$ cat config.mk
export PLATFORM = sky130hd
export DESIGN_NAME = nand_page_read_sequencer_core_flat
export DESIGN_NICKNAME = d
export VERILOG_FILES = /design/src/rtl/npr_pkg.sv /design/src/rtl/npr_if.sv /design/src/rtl/npr_front.sv /design/src/rtl/npr_queue.sv /design/src/rtl/npr_back.sv /design/src/rtl/nand_page_read_sequencer_core.sv /design/src/flat_wrapper.sv
export VERILOG_INCLUDE_DIRS = /design/src /design/src/rtl
export SDC_FILE = /design/constraint.sdc
export NUM_CORES = 1
export LEC_CHECK = 0
export BUFFER_PORTS_ARGS = -buffer_cell sky130_fd_sc_hd__buf_2
export CAP_MARGIN = 25
export CELL_PAD_IN_SITES_DETAIL_PLACEMENT = 1
export CELL_PAD_IN_SITES_GLOBAL_PLACEMENT = 1
export CORE_MARGIN = 3
export CORE_UTILIZATION = 55
export CTS_CLUSTER_SIZE = 10
export DETAILED_ROUTE_END_ITERATION = 6
export PLACE_DENSITY = 0.93
export RECOVER_POWER = 100
export SKIP_CTS_REPAIR_TIMING = 1
export SYNTH_ARGS = -nofsm -noshare
export SYNTH_HDL_FRONTEND = slang
export SYNTH_SLANG_ARGS = --single-unit
export TNS_END_PERCENT = 10
$ cat constraint.sdc
create_clock -name clk -period 8.4 [get_ports clk]
set_clock_uncertainty 0.05 [all_clocks]
set_input_delay 0.84 -clock clk [delete_from_list [all_inputs] [get_ports clk]]
set_output_delay 0.84 -clock clk [all_outputs]
set_load 0.02 [all_outputs]
$ cat src/rtl/nand_page_read_sequencer_core_assert.svh
// ----------------------------------------------------------------------------
// NAND page read sequencer assertion macros
// Concurrent check macros, clocked on clk and disabled while rst_n is low.
// ----------------------------------------------------------------------------
`ifndef NAND_PAGE_READ_SEQUENCER_CORE_ASSERT_SVH
`define NAND_PAGE_READ_SEQUENCER_CORE_ASSERT_SVH

`ifndef SYNTH

`define NPR_ASSERT(lbl, expr, msg) \
    lbl: assert property (@(posedge clk) disable iff (!rst_n) (expr)) \
        else $error(msg);

`define NPR_ASSERT_NEXT(lbl, ante, cons, msg) \
    lbl: assert property (@(posedge clk) disable iff (!rst_n) (ante) |=> (cons)) \
        else $error(msg);

`else

`define NPR_ASSERT(lbl, expr, msg)

`define NPR_ASSERT_NEXT(lbl, ante, cons, msg)

`endif

`endif

$ cat src/rtl/npr_pkg.sv
// ----------------------------------------------------------------------------
// NAND page read sequencer package
// Shared codes, job descriptor and defaults.
// ----------------------------------------------------------------------------
`timescale 1ns / 1ps

package npr_pkg;

    localparam int unsigned DEFAULT_PAGE_BYTES = 2048;
    localparam int unsigned QUEUE_DEPTH        = 4;

    localparam logic [1:0] FUNC_START = 2'd0;
    localparam logic [1:0] FUNC_POLL  = 2'd1;
    localparam logic [1:0] FUNC_DATA  = 2'd2;

    localparam logic [2:0] OP_SELECT   = 3'd0;
    localparam logic [2:0] OP_CMD      = 3'd1;
    localparam logic [2:0] OP_ADDR     = 3'd2;
    localparam logic [2:0] OP_STORE    = 3'd3;
    localparam logic [2:0] OP_DESELECT = 3'd4;

    localparam logic [7:0] CMD_READ         = 8'h00;
    localparam logic [7:0] CMD_READ_CONFIRM = 8'h30;

    typedef enum logic [1:0] {
        PH_IDLE = 2'd0,
        PH_WAIT = 2'd1,
        PH_DATA = 2'd2
    } phase_t;

    typedef enum logic [2:0] {
        JOB_START_ZERO = 3'd0,
        JOB_START_SEQ  = 3'd1,
        JOB_STORE      = 3'd2,
        JOB_STORE_END  = 3'd3,
        JOB_STORE_SEQ  = 3'd4
    } job_kind_t;

    typedef struct packed {
        job_kind_t   kind;
        logic [7:0]  data;
        logic [31:0] index;
        logic [31:0] address;
    } job_t;

endpackage

$ cat src/rtl/npr_if.sv
// ----------------------------------------------------------------------------
// NAND page read sequencer channels
// Valid/ready channels for request items and bus results.
// ----------------------------------------------------------------------------
`timescale 1ns / 1ps

interface npr_in_if;
    logic        valid;
    logic        ready;
    logic [1:0]  func;
    logic [31:0] start_address;
    logic [31:0] length;
    logic        ready_req;
    logic [7:0]  flash_byte;

    modport source (output valid, func, start_address, length, ready_req, flash_byte,
                    input ready);
    modport sink   (input valid, func, start_address, length, ready_req, flash_byte,
                    output ready);
endinterface

interface npr_out_if;
    logic        valid;
    logic        ready;
    logic [2:0]  op;
    logic [7:0]  bus_byte;
    logic [31:0] buffer_index;
    logic        last;

    modport source (output valid, op, bus_byte, buffer_index, last, input ready);
    modport sink   (input valid, op, bus_byte, buffer_index, last, output ready);
endinterface

$ cat src/rtl/npr_front.sv
// ----------------------------------------------------------------------------
// NAND page read sequencer front end
// Accepts request items, tracks read phase and progress, and queues jobs.
// ----------------------------------------------------------------------------
`timescale 1ns / 1ps

module npr_front #(
    parameter int unsigned PAGE_BYTES = npr_pkg::DEFAULT_PAGE_BYTES
) (
    input  logic           clk,
    input  logic           rst_n,
    npr_in_if.sink         item,
    input  logic           q_full,
    output logic           push,
    output npr_pkg::job_t  push_job
);
    import npr_pkg::*;

    localparam int unsigned PAGE_SHIFT = $clog2(PAGE_BYTES);

    phase_t      phase_reg, phase_next;
    logic [31:0] addr_reg, addr_next;
    logic [31:0] done_reg, done_next;
    logic [31:0] total_reg, total_next;
    logic        accept;
    logic        has_job;
    logic [31:0] addr_inc;
    logic [31:0] done_inc;

    assign item.ready = !q_full;
    assign accept     = item.valid && item.ready;
    assign addr_inc   = addr_reg + 32'd1;
    assign done_inc   = done_reg + 32'd1;
    assign push       = accept && has_job;

    always_ff @(posedge clk or negedge rst_n)
    begin
        if (!rst_n)
        begin
            phase_reg <= PH_IDLE;
            addr_reg  <= '0;
            done_reg  <= '0;
            total_reg <= '0;
        end
        else
        begin
            phase_reg <= phase_next;
            addr_reg  <= addr_next;
            done_reg  <= done_next;
            total_reg <= total_next;
        end
    end

    always_comb
    begin
        phase_next        = phase_reg;
        addr_next         = addr_reg;
        done_next         = done_reg;
        total_next        = total_reg;
        has_job           = 1'b0;
        push_job.kind     = JOB_STORE;
        push_job.data     = item.flash_byte;
        push_job.index    = done_reg;
        push_job.address  = addr_inc;
        if (accept)
        begin
            priority if (item.func == FUNC_START && phase_reg == PH_IDLE)
            begin
                has_job = 1'b1;
                if (item.length == 32'd0)
                begin
                    push_job.kind = JOB_START_ZERO;
                end
                else
                begin
                    push_job.kind    = JOB_START_SEQ;
                    push_job.address = item.start_address;
                    addr_next        = item.start_address;
                    done_next        = '0;
                    total_next       = item.length;
                    phase_next       = PH_WAIT;
                end
            end
            else if (item.func == FUNC_POLL && phase_reg == PH_WAIT)
            begin
                if (item.ready_req)
                    phase_next = PH_DATA;
            end
            else if (item.func == FUNC_DATA && phase_reg == PH_DATA)
            begin
                has_job   = 1'b1;
                addr_next = addr_inc;
                done_next = done_inc;
                if (done_inc == total_reg)
                begin
                    push_job.kind = JOB_STORE_END;
                    phase_next    = PH_IDLE;
                end
                else if (addr_inc[PAGE_SHIFT-1:0] == '0)
                begin
                    push_job.kind = JOB_STORE_SEQ;
                    phase_next    = PH_WAIT;
                end
            end
            else
            begin
                has_job = 1'b0;
            end
        end
    end

endmodule

$ cat src/rtl/npr_queue.sv
// ----------------------------------------------------------------------------
// NAND page read sequencer job queue
// Small FIFO of job descriptors between front and back end.
// ----------------------------------------------------------------------------
`timescale 1ns / 1ps

module npr_queue #(
    parameter int unsigned DEPTH = npr_pkg::QUEUE_DEPTH
) (
    input  logic           clk,
    input  logic           rst_n,
    input  logic           push,
    input  npr_pkg::job_t  push_job,
    output logic           full,
    input  logic           pop,
    output logic           head_valid,
    output npr_pkg::job_t  head_job
);
    import npr_pkg::*;

    `include "nand_page_read_sequencer_core_assert.svh"

    localparam int unsigned AW = (DEPTH > 1) ? $clog2(DEPTH) : 1;

    job_t        mem [DEPTH];
    logic [AW-1:0] wr_ptr_reg, wr_ptr_next;
    logic [AW-1:0] rd_ptr_reg, rd_ptr_next;
    logic [AW:0]   cnt_reg, cnt_next;

    assign full       = cnt_reg == (AW+1)'(DEPTH);
    assign head_valid = cnt_reg != '0;
    assign head_job   = mem[rd_ptr_reg];

    always_comb
    begin
        wr_ptr_next = wr_ptr_reg;
        rd_ptr_next = rd_ptr_reg;
        cnt_next    = cnt_reg;
        if (push)
            wr_ptr_next = (wr_ptr_reg == AW'(DEPTH - 1)) ? '0 : wr_ptr_reg + AW'(1);
        if (pop)
            rd_ptr_next = (rd_ptr_reg == AW'(DEPTH - 1)) ? '0 : rd_ptr_reg + AW'(1);
        if (push && !pop)
            cnt_next = cnt_reg + (AW+1)'(1);
        else if (pop && !push)
            cnt_next = cnt_reg - (AW+1)'(1);
    end

    always_ff @(posedge clk or negedge rst_n)
    begin
        if (!rst_n)
        begin
            wr_ptr_reg <= '0;
            rd_ptr_reg <= '0;
            cnt_reg    <= '0;
        end
        else
        begin
            wr_ptr_reg <= wr_ptr_next;
            rd_ptr_reg <= rd_ptr_next;
            cnt_reg    <= cnt_next;
        end
    end

    always_ff @(posedge clk)
    begin
        if (push)
            mem[wr_ptr_reg] <= push_job;
    end

    `NPR_ASSERT(a_no_overflow, !(push && full), "job pushed into full queue")
    `NPR_ASSERT(a_no_underflow, !(pop && !head_valid), "job popped from empty queue")
    `NPR_ASSERT(a_cnt_range, cnt_reg <= (AW+1)'(DEPTH), "queue count out of range")

endmodule

$ cat src/rtl/npr_back.sv
// ----------------------------------------------------------------------------
// NAND page read sequencer back end
// Expands queued jobs into bus results, one per cycle unless result.ready stalls the output register.
// ----------------------------------------------------------------------------
`timescale 1ns / 1ps

module npr_back #(
    parameter int unsigned PAGE_BYTES = npr_pkg::DEFAULT_PAGE_BYTES
) (
    input  logic           clk,
    input  logic           rst_n,
    input  logic           head_valid,
    input  npr_pkg::job_t  head_job,
    output logic           pop,
    npr_out_if.source      result
);
    import npr_pkg::*;

    `include "nand_page_read_sequencer_core_assert.svh"

    localparam int unsigned PAGE_SHIFT = $clog2(PAGE_BYTES);

    logic [2:0]  step_reg, step_next;
    logic        out_valid_reg, out_valid_next;
    logic [2:0]  op_reg;
    logic [7:0]  byte_reg;
    logic [31:0] index_reg;
    logic        last_reg;

    logic        load;
    logic [2:0]  final_step;
    logic        last_res;
    logic [2:0]  res_op;
    logic [7:0]  res_byte;
    logic [31:0] res_index;
    logic [15:0] col16;
    logic [31:0] page;

    assign col16 = 16'(head_job.address[PAGE_SHIFT-1:0]);
    assign page  = head_job.address >> PAGE_SHIFT;

    always_comb
    begin
        unique case (head_job.kind)
            JOB_STORE:                      final_step = 3'd0;
            JOB_START_ZERO, JOB_STORE_END:  final_step = 3'd1;
            default:                        final_step = 3'd7;
        endcase
    end

    always_comb
    begin
        res_op    = OP_DESELECT;
        res_byte  = '0;
        res_index = '0;
        if (step_reg == 3'd0)
        begin
            if (head_job.kind == JOB_START_ZERO || head_job.kind == JOB_START_SEQ)
            begin
                res_op = OP_SELECT;
            end
            else
            begin
                res_op    = OP_STORE;
                res_byte  = head_job.data;
                res_index = head_job.index;
            end
        end
        else if (head_job.kind == JOB_START_SEQ || head_job.kind == JOB_STORE_SEQ)
        begin
            res_op = OP_ADDR;
            unique case (step_reg)
                3'd1:
                begin
                    res_op   = OP_CMD;
                    res_byte = CMD_READ;
                end
                3'd2:    res_byte = col16[7:0];
                3'd3:    res_byte = col16[15:8];
                3'd4:    res_byte = page[7:0];
                3'd5:    res_byte = page[15:8];
                3'd6:    res_byte = page[23:16];
                default:
                begin
                    res_op   = OP_CMD;
                    res_byte = CMD_READ_CONFIRM;
                end
            endcase
        end
    end

    assign last_res = step_reg == final_step;
    assign load     = head_valid && (!out_valid_reg || result.ready);
    assign pop      = load && last_res;

    always_comb
    begin
        step_next      = step_reg;
        out_valid_next = out_valid_reg;
        if (result.ready)
            out_valid_next = 1'b0;
        if (load)
        begin
            out_valid_next = 1'b1;
            step_next      = last_res ? 3'd0 : step_reg + 3'd1;
        end
    end

    always_ff @(posedge clk or negedge rst_n)
    begin
        if (!rst_n)
        begin
            step_reg      <= '0;
            out_valid_reg <= 1'b0;
        end
        else
        begin
            step_reg      <= step_next;
            out_valid_reg <= out_valid_next;
        end
    end

    always_ff @(posedge clk)
    begin
        if (load)
        begin
            op_reg    <= res_op;
            byte_reg  <= res_byte;
            index_reg <= res_index;
            last_reg  <= last_res;
        end
    end

    assign result.valid        = out_valid_reg;
    assign result.op           = op_reg;
    assign result.bus_byte     = byte_reg;
    assign result.buffer_index = index_reg;
    assign result.last         = last_reg;

    `NPR_ASSERT(a_step_bound, !head_valid || step_reg <= final_step,
                "result step past end of job")
    `NPR_ASSERT(a_idle_step, head_valid || step_reg == 3'd0,
                "step counter not at zero without a job")
    `NPR_ASSERT_NEXT(a_pop_marks_last, pop, out_valid_reg && last_reg,
                     "job retired without last result")

endmodule

$ cat src/rtl/nand_page_read_sequencer_core.sv
// The first result of an item passes the job queue, then the output register; result.ready
// can stall it. Items are accepted one per cycle while the job queue (depth 4) is not full.
// The back end drives one result per cycle unless result.ready stalls it; a data byte gives
// 1 result, a last byte 2, a page end 8, a start 2 or 8.
// Reset: rst_n asynchronous, active low; phase idle, counters cleared, queue and output empty.
// PAGE_BYTES must be a power of two.
// ----------------------------------------------------------------------------
// NAND page read sequencer core
// Front end classifies requests, job queue decouples, back end drives the bus.
// ----------------------------------------------------------------------------
`timescale 1ns / 1ps

module nand_page_read_sequencer_core #(
    parameter int unsigned PAGE_BYTES = npr_pkg::DEFAULT_PAGE_BYTES
) (
    input  logic      clk,
    input  logic      rst_n,
    npr_in_if.sink    item,
    npr_out_if.source result
);
    import npr_pkg::*;

    logic q_full;
    logic push;
    job_t push_job;
    logic pop;
    logic head_valid;
    job_t head_job;

    npr_front #(
        .PAGE_BYTES (PAGE_BYTES)
    ) u_front (
        .clk      (clk),
        .rst_n    (rst_n),
        .item     (item),
        .q_full   (q_full),
        .push     (push),
        .push_job (push_job)
    );

    npr_queue #(
        .DEPTH (QUEUE_DEPTH)
    ) u_queue (
        .clk        (clk),
        .rst_n      (rst_n),
        .push       (push),
        .push_job   (push_job),
        .full       (q_full),
        .pop        (pop),
        .head_valid (head_valid),
        .head_job   (head_job)
    );

    npr_back #(
        .PAGE_BYTES (PAGE_BYTES)
    ) u_back (
        .clk        (clk),
        .rst_n      (rst_n),
        .head_valid (head_valid),
        .head_job   (head_job),
        .pop        (pop),
        .result     (result)
    );

endmodule
$ cat src/flat_wrapper.sv
// flat-port wrapper written by rule: the top's interface ports become plain ports
module nand_page_read_sequencer_core_flat import npr_pkg::*;
#(
    parameter int unsigned PAGE_BYTES = npr_pkg::DEFAULT_PAGE_BYTES
)
  (clk, rst_n, item_valid, item_func, item_start_address, item_length, item_ready_req, item_flash_byte, item_ready, result_valid, result_op, result_bus_byte, result_buffer_index, result_last, result_ready);
  npr_in_if item_i ();
  npr_out_if result_i ();
  input  logic clk;
  input  logic rst_n;
  input wire logic [$bits(item_i.valid)-1:0] item_valid;
  input wire logic [$bits(item_i.func)-1:0] item_func;
  input wire logic [$bits(item_i.start_address)-1:0] item_start_address;
  input wire logic [$bits(item_i.length)-1:0] item_length;
  input wire logic [$bits(item_i.ready_req)-1:0] item_ready_req;
  input wire logic [$bits(item_i.flash_byte)-1:0] item_flash_byte;
  output wire logic [$bits(item_i.ready)-1:0] item_ready;
  output wire logic [$bits(result_i.valid)-1:0] result_valid;
  output wire logic [$bits(result_i.op)-1:0] result_op;
  output wire logic [$bits(result_i.bus_byte)-1:0] result_bus_byte;
  output wire logic [$bits(result_i.buffer_index)-1:0] result_buffer_index;
  output wire logic [$bits(result_i.last)-1:0] result_last;
  input wire logic [$bits(result_i.ready)-1:0] result_ready;
  assign item_i.valid = item_valid;
  assign item_i.func = item_func;
  assign item_i.start_address = item_start_address;
  assign item_i.length = item_length;
  assign item_i.ready_req = item_ready_req;
  assign item_i.flash_byte = item_flash_byte;
  assign item_ready = item_i.ready;
  assign result_valid = result_i.valid;
  assign result_op = result_i.op;
  assign result_bus_byte = result_i.bus_byte;
  assign result_buffer_index = result_i.buffer_index;
  assign result_last = result_i.last;
  assign result_i.ready = result_ready;
  nand_page_read_sequencer_core #(.PAGE_BYTES(PAGE_BYTES)) u_core (.clk(clk), .rst_n(rst_n), .item(item_i), .result(result_i));
endmodule
==> results of run 1 <==
[worst min-delay path by stage]
stage                                 from                           end  slack [ns]  depth (start not counted)
2_1_floorplan    u_core.u_queue.cnt_reg[2]     u_core.u_queue.cnt_reg[2]        0.41                          1
3_3_place_gp   u_core.u_front.addr_reg[31]   u_core.u_front.addr_reg[31]        0.43                          1
3_5_place_dp     u_core.u_queue.cnt_reg[2]     u_core.u_queue.cnt_reg[2]        0.45                          1
4_1_cts                              rst_n   u_core.u_front.total_reg[2]        0.24                          1
5_1_grt                    item_length[23]  u_core.u_front.total_reg[23]        0.45                          2
6_report                   item_length[30]  u_core.u_front.total_reg[30]        0.46                          2
[area by class of cell]
class,instances,area [µm²],share of cell area
Sequential cell,453,13100,0.573
Multi-Input combinational cell,878,6780,0.297
Clock buffer,91,1430,0.0625
Timing Repair Buffer,146,756,0.0331
Tap cell,461,577,0.0253
Inverter,33,124,0.00543
Clock inverter,4,85.1,0.00373
Antenna cell,2,5.00,0.000219
[cells in the final DEF (no fill, tap or decap), types with 24 or more instances in the layout]
| master | Yosys | routed |
|---|---|---|
| clkbuf_16 | 0 | 51 |
| edfxtp_1 | 344 | 344 |
| nor2b_1 | 40 | 36 |
| mux2_2 | 38 | 34 |
| inv_1 | 32 | 32 |
| a21oi_1 | 89 | 89 |
| clkbuf_1 | 47 | 104 |
| xnor2_1 | 57 | 57 |
| o21ai_0 | 79 | 80 |
| nor2_1 | 101 | 102 |
| mux4_2 | 75 | 75 |
| nand4_1 | 24 | 24 |
| nand2_1 | 83 | 83 |
| xor2_1 | 26 | 26 |
| dfrtp_1 | 109 | 107 |
| nand3_1 | 38 | 39 |
| buf_2 | 22 | 69 |
[layer usage]
layer  global-route usage  vias up  share of wire
li1                     -     5753              -
met1                0.449     7239           0.39
met2                0.508     1050           0.48
met3               0.0607      210           0.10
met4               0.0944        4          0.036
met5                    0        -        0.00052
[cell families (layout without fill, tap and decap cells)]
kind of cell	Yosys count	in the layout	share of synthesized area
flip-flops	453	453	0.644
AND/OR/NAND/NOR	401	401	0.105
AO/OA/AOI/OAI	262	262	0.0770
multiplexers	117	117	0.107
buffers and inverters	111	274	0.0222
XOR/XNOR	83	83	0.0358
adder cells (fa/ha/maj)	15	15	0.00962
other	0	2	0
[worst reg2reg max path, cell delays in order, from the launching register on]
cell	delay [ns]
dfrtp_1	0.46
nor4_1	0.09
clkbuf_1	0.81
and3_1	0.57
nor2_1	0.96
a21o_1	0.90
clkbuf_1	1.37
a21oi_1	0.17
nor2_1	0.26
a21oi_1	0.09
[metrics by stage]
| stage | utilization | power, mW | std cells | worst slack (ns) |
|---|---|---|---|---|
| global placement | 0.592 | 4.97 | 1963 | 3.97 |
| detailed placement | 0.595 | 5.16 | 1967 | 3.62 |
| finish | 0.634 | 7.32 | 2068 | 2.47 |
| CTS | 0.637 | 7.33 | 2062 | 3.38 |
| floorplan | - | 4.48 | 1442 | 2.75 |
| global route | 0.634 | 7.59 | 2067 | 2.11 |
[power groups by stage]
| stage | clock network, mW | logic (mW) | registers, mW |
|---|---|---|---|
| after CTS | 2.11 | 2.03 | 3.19 |
| final | 2.10 | 2.02 | 3.21 |
| after floorplan | 0 | 1.31 | 3.17 |
| after global placement | 0 | 1.76 | 3.21 |
| after detailed placement | 0 | 1.94 | 3.22 |
| after global routing | 2.20 | 2.14 | 3.25 |
==> impl_results.md, run 1 <==
* Cell variety after synth at 77
* Unrepaired setup endpoints after global routing: no
* Dpl cell area at ~0.021 mm²
* CP Capture Type: flop
* Net Sw Frac at 0.338
* CTS root buf: clkbuf_16
* Clock sinks at between 400 and 500
* Rel. slew slack at -0.774
* Clock share of power at 0.287
* Crit path time final at roughly 5.9 ns
* Layout area overhead at 12.5%
* Commonest cells post-synth: 344 x edfxtp_1, 109 x dfrtp_1, 101 x nor2_1
* Worst Reg-to-Reg Cells at 9
* Initial antenna violation count at 3
* WP data arrival at 6.26 ns
* Finished Cell Area at 0.0228 mm²
* Synth top area cells: edfxtp_1 51%, dfrtp_1 13%, mux4_2 8.3%, xnor2_1 2.5%, a21oi_1 2.2%
* Failing checks: capacitance limit, slew limit
* Initial Util at 0.564
* FFs w/ async S/R, synth at 0.241
* NetSw at 2.48 mW
* Clk buf depth at 3
* First-pass GRT wire length at 93600 µm
* CTS buffer count at 51
* Cells after Synth at between 1000 and 1500
* Post-synth net total at about 1500
* H-tree levels at 2
* Worst reg2reg path endpoint: u_core.u_front.addr_reg[29]
* Yosys top cell by area: edfxtp_1
* DIE AREA at 0.0392 mm²
* Drt wl/cell at 29.9 µm
* Setup tns final at 0 ns
* Final #Nets at 1657
* Sequential area share after synthesis at 0.644
* Mapped Avg Cell Area at 14.1 µm²
* Flops & latches, synth at ~450
* Worst VDD drop at between 150 and 200 µV
* Reg clk slew, reported paths at approximately 0.060 ns
* Top_reg_cell synth: edfxtp_1
* Num ports at 125
* Worst Hold Class: input pin to flop
* Int Pwr at 4.85 mW
* Gr usage total at 0.316
* Post-synth top area share at 0.509
* P_leak at between 8 and 9 nW
* Final Slew Violations at 330
* Final hold viol count at 0
* Largest register FFs at 300
* Post-synth EDFFs at 344
* Routed Antenna Nets at 0
* Stages on the worst setup path at 9
* Via count at 14300
* Fraction of layout cells with a size suffix above 1 at 0.169
* Total gr overflow at 0
* Largest Register: u_core.u_queue.mem
* Status: finished with violations
* DRC errors left at 0
* Critical-path maximum fanout at 51
* Largest net degree at the start of global routing at 65
* Pre-Repair DR Iteration Count at 5
* Buf/Inv on CP at 2
* Crit path to: u_core.u_front.addr_reg[29]
* Fmax at 169 MHz
* CP startpoint: u_core.u_front.phase_reg[1]
* IO buf count at 124
* CTS tree: yes
* # fillers at 3367
* R2r setup slk at 2.47 ns
* CP required at 8.74 ns
* Delay of the slowest critical-path stage at 1.37 ns
* Max cap viols at 10
* Crit-path cells: nor4_1, clkbuf_1, and3_1, nor2_1, a21o_1, clkbuf_1, a21oi_1, nor2_1, a21oi_1
* Final RePlAce weighted congestion at 0.903
* Core area at between 0.03 and 0.04 mm²
* Flop pwr share at 0.438
* Die X at 198 µm
* Slowest stage cell on the critical path: clkbuf_1
* Comb power frac at 0.275
* Min Hold Slack at ~0.46 ns
* Worst reg2reg startpoint: u_core.u_front.phase_reg[1]
* Top-count cell post-synth: edfxtp_1
* DIE HEIGHT at roughly 200 µm
* Startpoint types: flop
* Routed WL at 61800 µm
* Final setup vio count at 0
* Iter 0 DRT Violations at between 1500 and 2000
* Syn Std Cell Area at 0.0203 mm²
* Ys Warns at 0
* Crit-path leading delay family: buffers and inverters
* WS Path Type: flop to flop
* Via-to-Cell Ratio at 6.89
* Final worst-path cycle share at 0.706
* Least-Margin Pin Slew at about 2.7 ns
* Rows at 69
* PwrDens at 321 mW/mm²
* Worst skew pair latency at 0.58 ns
* DP Wirelength at 36200 µm
* Vias in the first global route at 14700
No activity file was read; power rests on OpenSTA's default activity.
==> run 2: changes to the inputs <==
Settings changed: CORE_UTILIZATION 55 to 46, PLACE_DENSITY 0.93 to 0.84.
Clock period 8.4 ns to 5.3 ns, I/O delays scaled along.
==> impl_results.md, run 2 (synthesis gave the netlist of run 1 again) <==
* Status: finished with violations
* Failing checks: capacitance limit, slew limit
* Comb power frac at 0.266 (-0.009)
* Least-Margin Pin Slew at 3.38 ns (+0.718 ns)
* Final #Nets at 1657 (unchanged)
* Most frequent cells in the layout: 344 x edfxtp_1, 107 x dfrtp_1, 102 x nor2_1
* Largest net degree at the start of global routing at 76 (+17%)
* Final Slew Violations at 125 (-62%)
* Largest register FFs at 300 (unchanged)
* Most common cell after layout, fill and taps aside: edfxtp_1
* Final worst-path cycle share at 0.838 (+0.132)
* Clk buf depth at 3 (unchanged)
* Iter 0 DRT Violations at 1172 (-38%)
* Max cap viols at 3 (-7)
* Crit path time final at 4.44 ns (-1.49 ns)
* DP Wirelength at 34900 µm (-3.8%)
* Pre-Repair DR Iteration Count at 5 (unchanged)
* Via-to-Cell Ratio at 6.01 (-13%)
* Initial Util at 0.468 (-0.0957)
* Total gr overflow at 0 (unchanged)
* N_diodes at 0 (-2)
* Min Hold Slack at 0.142 ns (-0.319 ns)
* Worst slack at placement at 1.58 ns (-2.04 ns)
* # fillers at 4305 (+28%)
* Fmax at 225 MHz (+34%)
* WS Path Type: flop to flop
* Finished Cell Area at 0.0229 mm² (+0.49%)
* Layout area overhead at 13.0%
* Routed WL at 54300 µm (-12%)
* Unrepaired setup endpoints after global routing: no
* Final setup vio count at 0 (unchanged)
* Power, Total at 11.3 mW (+54%)
* CP Capture Type: flop
* WP data arrival at 4.86 ns (-1.40 ns)
* IO buf count at 124 (unchanged)
* Post-Route Utilization at 0.529 (-0.105)
* Worst skew pair latency at 0.59 ns (about the same)
* Reg clk slew, reported paths at 0.06 ns (about the same)
* Clock sinks at 453 (unchanged)
* Core area at 0.0434 mm² (+20%)
* Largest Register: u_core.u_queue.mem
* CP required at 5.72 ns (-3.02 ns)
* DIE AREA at 0.0467 mm² (+19%)
* Net Sw Frac at 0.325 (-0.0139)
* Routed Antenna Nets at 0 (unchanged)
* P_leak at 7.99 nW (-0.29%)
* Cell Count, Final, Fillers Out at 2185 (+5.7%)
* Critical-path maximum fanout at 30 (-41%)
* H-tree levels at 2 (unchanged)
* DRC errors left at 0 (unchanged)
* Final RePlAce weighted congestion at 0.903 (about the same)
* CTS tree: yes
* Vias in the first global route at 13900 (-5.7%)
* Startpoint types: flop
* Via count at 13100 (-7.8%)
* DIE HEIGHT at 216 µm (+9.1%)
* CTS root buf: clkbuf_16
* Flop pwr share at 0.450 (+0.012)
* NetSw at 3.66 mW (+47%)
* Placed Cells at 2093 (+6.4%)
* CTS buffer count at 52 (+2.0%)
* Rel. slew slack at -1.25 (-0.478)
* First-pass GRT wire length at 84200 µm (-10%)
* Gr usage total at 0.234 (-0.0827)
* Drt wl/cell at 24.9 µm (-17%)
* Final hold viol count at 0 (unchanged)
* Int Pwr at 7.61 mW (+57%)
* Setup WS post-layout at 0.860 ns (-1.61 ns)
* Rows at 76 (+10%)
* Initial antenna violation count at 1 (-2)
* Fraction of layout cells with a size suffix above 1 at 0.174 (+0.00428)
* Num ports at 125 (unchanged)
* Setup tns final at 0 ns (unchanged)
* Worst Hold Class: input pin to flop
* Die X at 216 µm (+9.1%)
* Clock share of power at 0.283 (-0.004)
* Dpl cell area at 0.0216 mm² (+0.78%)
* Worst VDD drop at 229 µV (+37%)
* PwrDens at 491 mW/mm² (+53%)
## run 2: cell types whose count changed in the layout (fill, tap and decap cells not counted), sizes merged
| cell | delta |
|---|---|
| clkbuf | -8 |
| bufinv | -1 |
| clkinvlp | +1 |
| diode | -2 |
| clkinv | +3 |
## run 2: layout make-up
| class | instances | area (µm²) | area share |
|---|---|---|---|
| clock inverter | 7 | 48.8 | 0.00213 |
| multi-input combinational | 878 | 6790 | 0.296 |
| clock buffer | 84 | 1420 | 0.0620 |
| tap | 585 | 732 | 0.0319 |
| sequential | 453 | 13100 | 0.570 |
| inverter | 33 | 124 | 0.00540 |
| timing repair buffer | 145 | 753 | 0.0329 |
## run 2: critical path, stage by stage, from the launching register on
cell	delay (ns)
dfrtp_1	0.43
or3b_2	0.56
and2_1	0.24
and4_1	0.20
clkbuf_1	0.58
nor2_1	1.06
inv_1	0.15
ha_1	0.26
inv_1	0.09
fa_1	0.40
mux2_2	0.28
## run 2: power groups by stage
stage / combinational, mW / clock, mW / sequential, mW
after floorplan: 2.07 / 0 / 5.02
after global placement: 2.89 / 0 / 5.08
after detailed placement: 3.01 / 0 / 5.12
after CTS: 3.08 / 3.25 / 5.07
after global routing: 3.24 / 3.39 / 5.15
final: 3.00 / 3.19 / 5.07
## run 2: worst paths after layout
path,startpoint,end,slack (ns),depth (start not counted)
setup / recovery,u_core.u_queue.cnt_reg[0],u_core.u_queue.cnt_reg[1],0.86,10
hold / removal,item_length[28],u_core.u_front.total_reg[28],0.14,2
setup reg to reg,u_core.u_queue.cnt_reg[0],u_core.u_queue.cnt_reg[1],0.86,10
hold reg to reg,u_core.u_front.addr_reg[31],u_core.u_front.addr_reg[31],0.46,1
max in group asynchronous,rst_n,u_core.u_queue.rd_ptr_reg[0],1.80,1
min in group asynchronous,rst_n,u_core.u_back.step_reg[0],1.03,1
## run 2: layer usage
layer / share of wire / wire length (µm) / up-vias / global-route usage
met5: 0.00024 / 13 / - / 0
met4: 0.031 / 1700 / 2 / 0.0825
met3: 0.067 / 3630 / 110 / 0.0431
met2: 0.46 / 25100 / 543 / 0.363
met1: 0.44 / 23900 / 6723 / 0.334
li1: - / - / 5760 / -
==> run 3: changes to the inputs <==
Settings changed: CORE_UTILIZATION 46 to 51, PLACE_DENSITY 0.84 to 0.88.
Clock period 5.3 ns to 4.2 ns, I/O delays scaled along.
==> impl_results.md, run 3 (synthesis gave the netlist of run 1 again) <==
* Largest Register: u_core.u_queue.mem
* Routed Antenna Nets at 0 (unchanged)
* CTS root buf: clkbuf_16
* Die X at 205 µm (-4.9%)
* Via-to-Cell Ratio at 6.30 (+4.7%)
* Initial antenna violation count at 0 (-1)
* Worst VDD drop at 324 µV (+42%)
* CTS buffer count at 52 (unchanged)
* Slowest stage cell on the critical path: nor2b_1
* Worst skew pair latency at 0.60 ns (about the same)
* Final Slew Violations at 262 (+110%)
* Least-Margin Pin Slew at 2.12 ns (-1.26 ns)
* DRC errors left at 0 (unchanged)
* Vias in the first global route at 14300 (+3.1%)
* WS Path Type: flop to flop
* Failing checks: capacitance limit, slew limit
* Final setup vio count at 0 (unchanged)
* Most common cell after layout, fill and taps aside: edfxtp_1
* Initial Util at 0.520 (+0.0522)
* Crit-path cells: or3b_2, and2_0, and4_1, nor2_2, nor2b_1, buf_12, clkbuf_1
* Num ports at 125 (unchanged)
* Stages on the worst setup path at 7 (-3)
* Unrepaired setup endpoints after global routing: no
* Rows at 72 (-5.3%)
* Setup tns final at 0 ns (unchanged)
* Core area at 0.0390 mm² (-10%)
* Final #Nets at 1670 (+0.78%)
* Clock sinks at 453 (unchanged)
* Power, Total at 14.4 mW (+28%)
* Total gr overflow at 0 (unchanged)
* Routed WL at 56400 µm (+3.8%)
* DIE HEIGHT at 205 µm (-4.9%)
* Startpoint types: flop
* Reg clk slew, reported paths at 0.06 ns (about the same)
* Rel. slew slack at -0.412 (+0.840)
* Clk buf depth at 3 (unchanged)
* Final hold viol count at 0 (unchanged)
* CP required at 4.41 ns (-1.31 ns)
* IO buf count at 124 (unchanged)
* Drt wl/cell at 26.4 µm (+6.1%)
* Worst Reg-to-Reg Cells at 7 (-3)
* PwrDens at 623 mW/mm² (+27%)
* Placed Cells at 2034 (-2.8%)
* WP data arrival at 4.03 ns (-0.83 ns)
* Final worst-path cycle share at 0.910 (+0.0723)
* Final RePlAce weighted congestion at 0.876 (-3.0%)
* CP Capture Type: flop
* Status: finished with violations
* Max cap viols at 10 (+7)
* N_diodes at 0 (unchanged)
* WHS Path Cells at 2 (unchanged)
* Most frequent cells in the layout: 344 x edfxtp_1, 107 x dfrtp_1, 101 x nor2_1
* Iter 0 DRT Violations at 1109 (-5.4%)
* Worst slack at placement at 0.649 ns (-0.929 ns)
* Pre-Repair DR Iteration Count at 5 (unchanged)
* CTS tree: yes
* Layout area overhead at 13.7%
* Worst hold start: item_length[15]
* Largest register FFs at 300 (unchanged)
* Via count at 13500 (+2.5%)
* Setup WS post-layout at 0.378 ns (-0.482 ns)
* DP Wirelength at 37100 µm (+6.4%)
* CP startpoint: u_core.u_queue.cnt_reg[2]
* Gr usage total at 0.271 (+0.0373)
* Worst reg2reg startpoint: u_core.u_queue.cnt_reg[2]
* Worst Hold Class: input pin to flop
* Largest net degree at the start of global routing at 62 (-18%)
* Crit path time final at 3.82 ns (-0.618 ns)
* Cell Count, Final, Fillers Out at 2138 (-2.2%)
* Delay of the slowest critical-path stage at 1.49 ns (+0.43 ns)
* First-pass GRT wire length at 86700 µm (+2.9%)
* Fraction of layout cells with a size suffix above 1 at 0.177 (+0.00341)
* Critical-path maximum fanout at 25 (-17%)
* Buf/Inv on CP at 2 (-1)
* H-tree levels at 2 (unchanged)
* P_leak at 8.12 nW (+1.6%)
* Crit-path leading delay family: simple AND/OR/NAND/NOR gates
* Fmax at 262 MHz (+16%)
* DIE AREA at 0.0422 mm² (-9.5%)
## run 3: final cells by class
cell class,count,area (µm²)
Sequential cell,453,13100
Fill cell,3806,15900
Timing Repair Buffer,158,918
Tap cell,518,648
Clock inverter,4,53.8
Clock buffer,94,1480
Inverter,33,124
Multi-Input combinational cell,878,6780
## run 3: power breakdown
part / internal [mW] / switching [mW] / total [mW]
clock: 2.37 / 1.77 / 4.14
combinational: 1.62 / 2.35 / 3.97
sequential: 5.71 / 0.560 / 6.27
total: 9.70 / 4.67 / 14.4
## run 3: final timing paths
path                                                 to  slack, ns
min                        u_core.u_front.total_reg[15]       0.03
min in group asynchronous  u_core.u_front.total_reg[15]       0.75
max reg2reg                    u_core.u_queue.mem[3][1]       0.38
min reg2reg                u_core.u_front.total_reg[13]       0.48
max in group asynchronous   u_core.u_front.addr_reg[26]       1.07
max                            u_core.u_queue.mem[3][1]       0.38
## run 3: through the flow
step           hold WS, ns  utilization  instance area (µm²)
6_report            0.0283        0.591                23100
3_3_place_gp         0.429        0.555                21600
5_1_grt            0.00554        0.591                23100
2_1_floorplan       0.0744            -                20300
3_5_place_dp         0.458        0.555                21700
4_1_cts            -0.0987        0.595                23200
## run 3: routing by layer
layer,vias to the layer above,GRT usage,wire (µm)
met3,122,0.0405,2710
li1,5786,-,-
met5,-,0,0
met1,7053,0.330,21400
met2,503,0.490,30400
met4,0,0.0993,1980
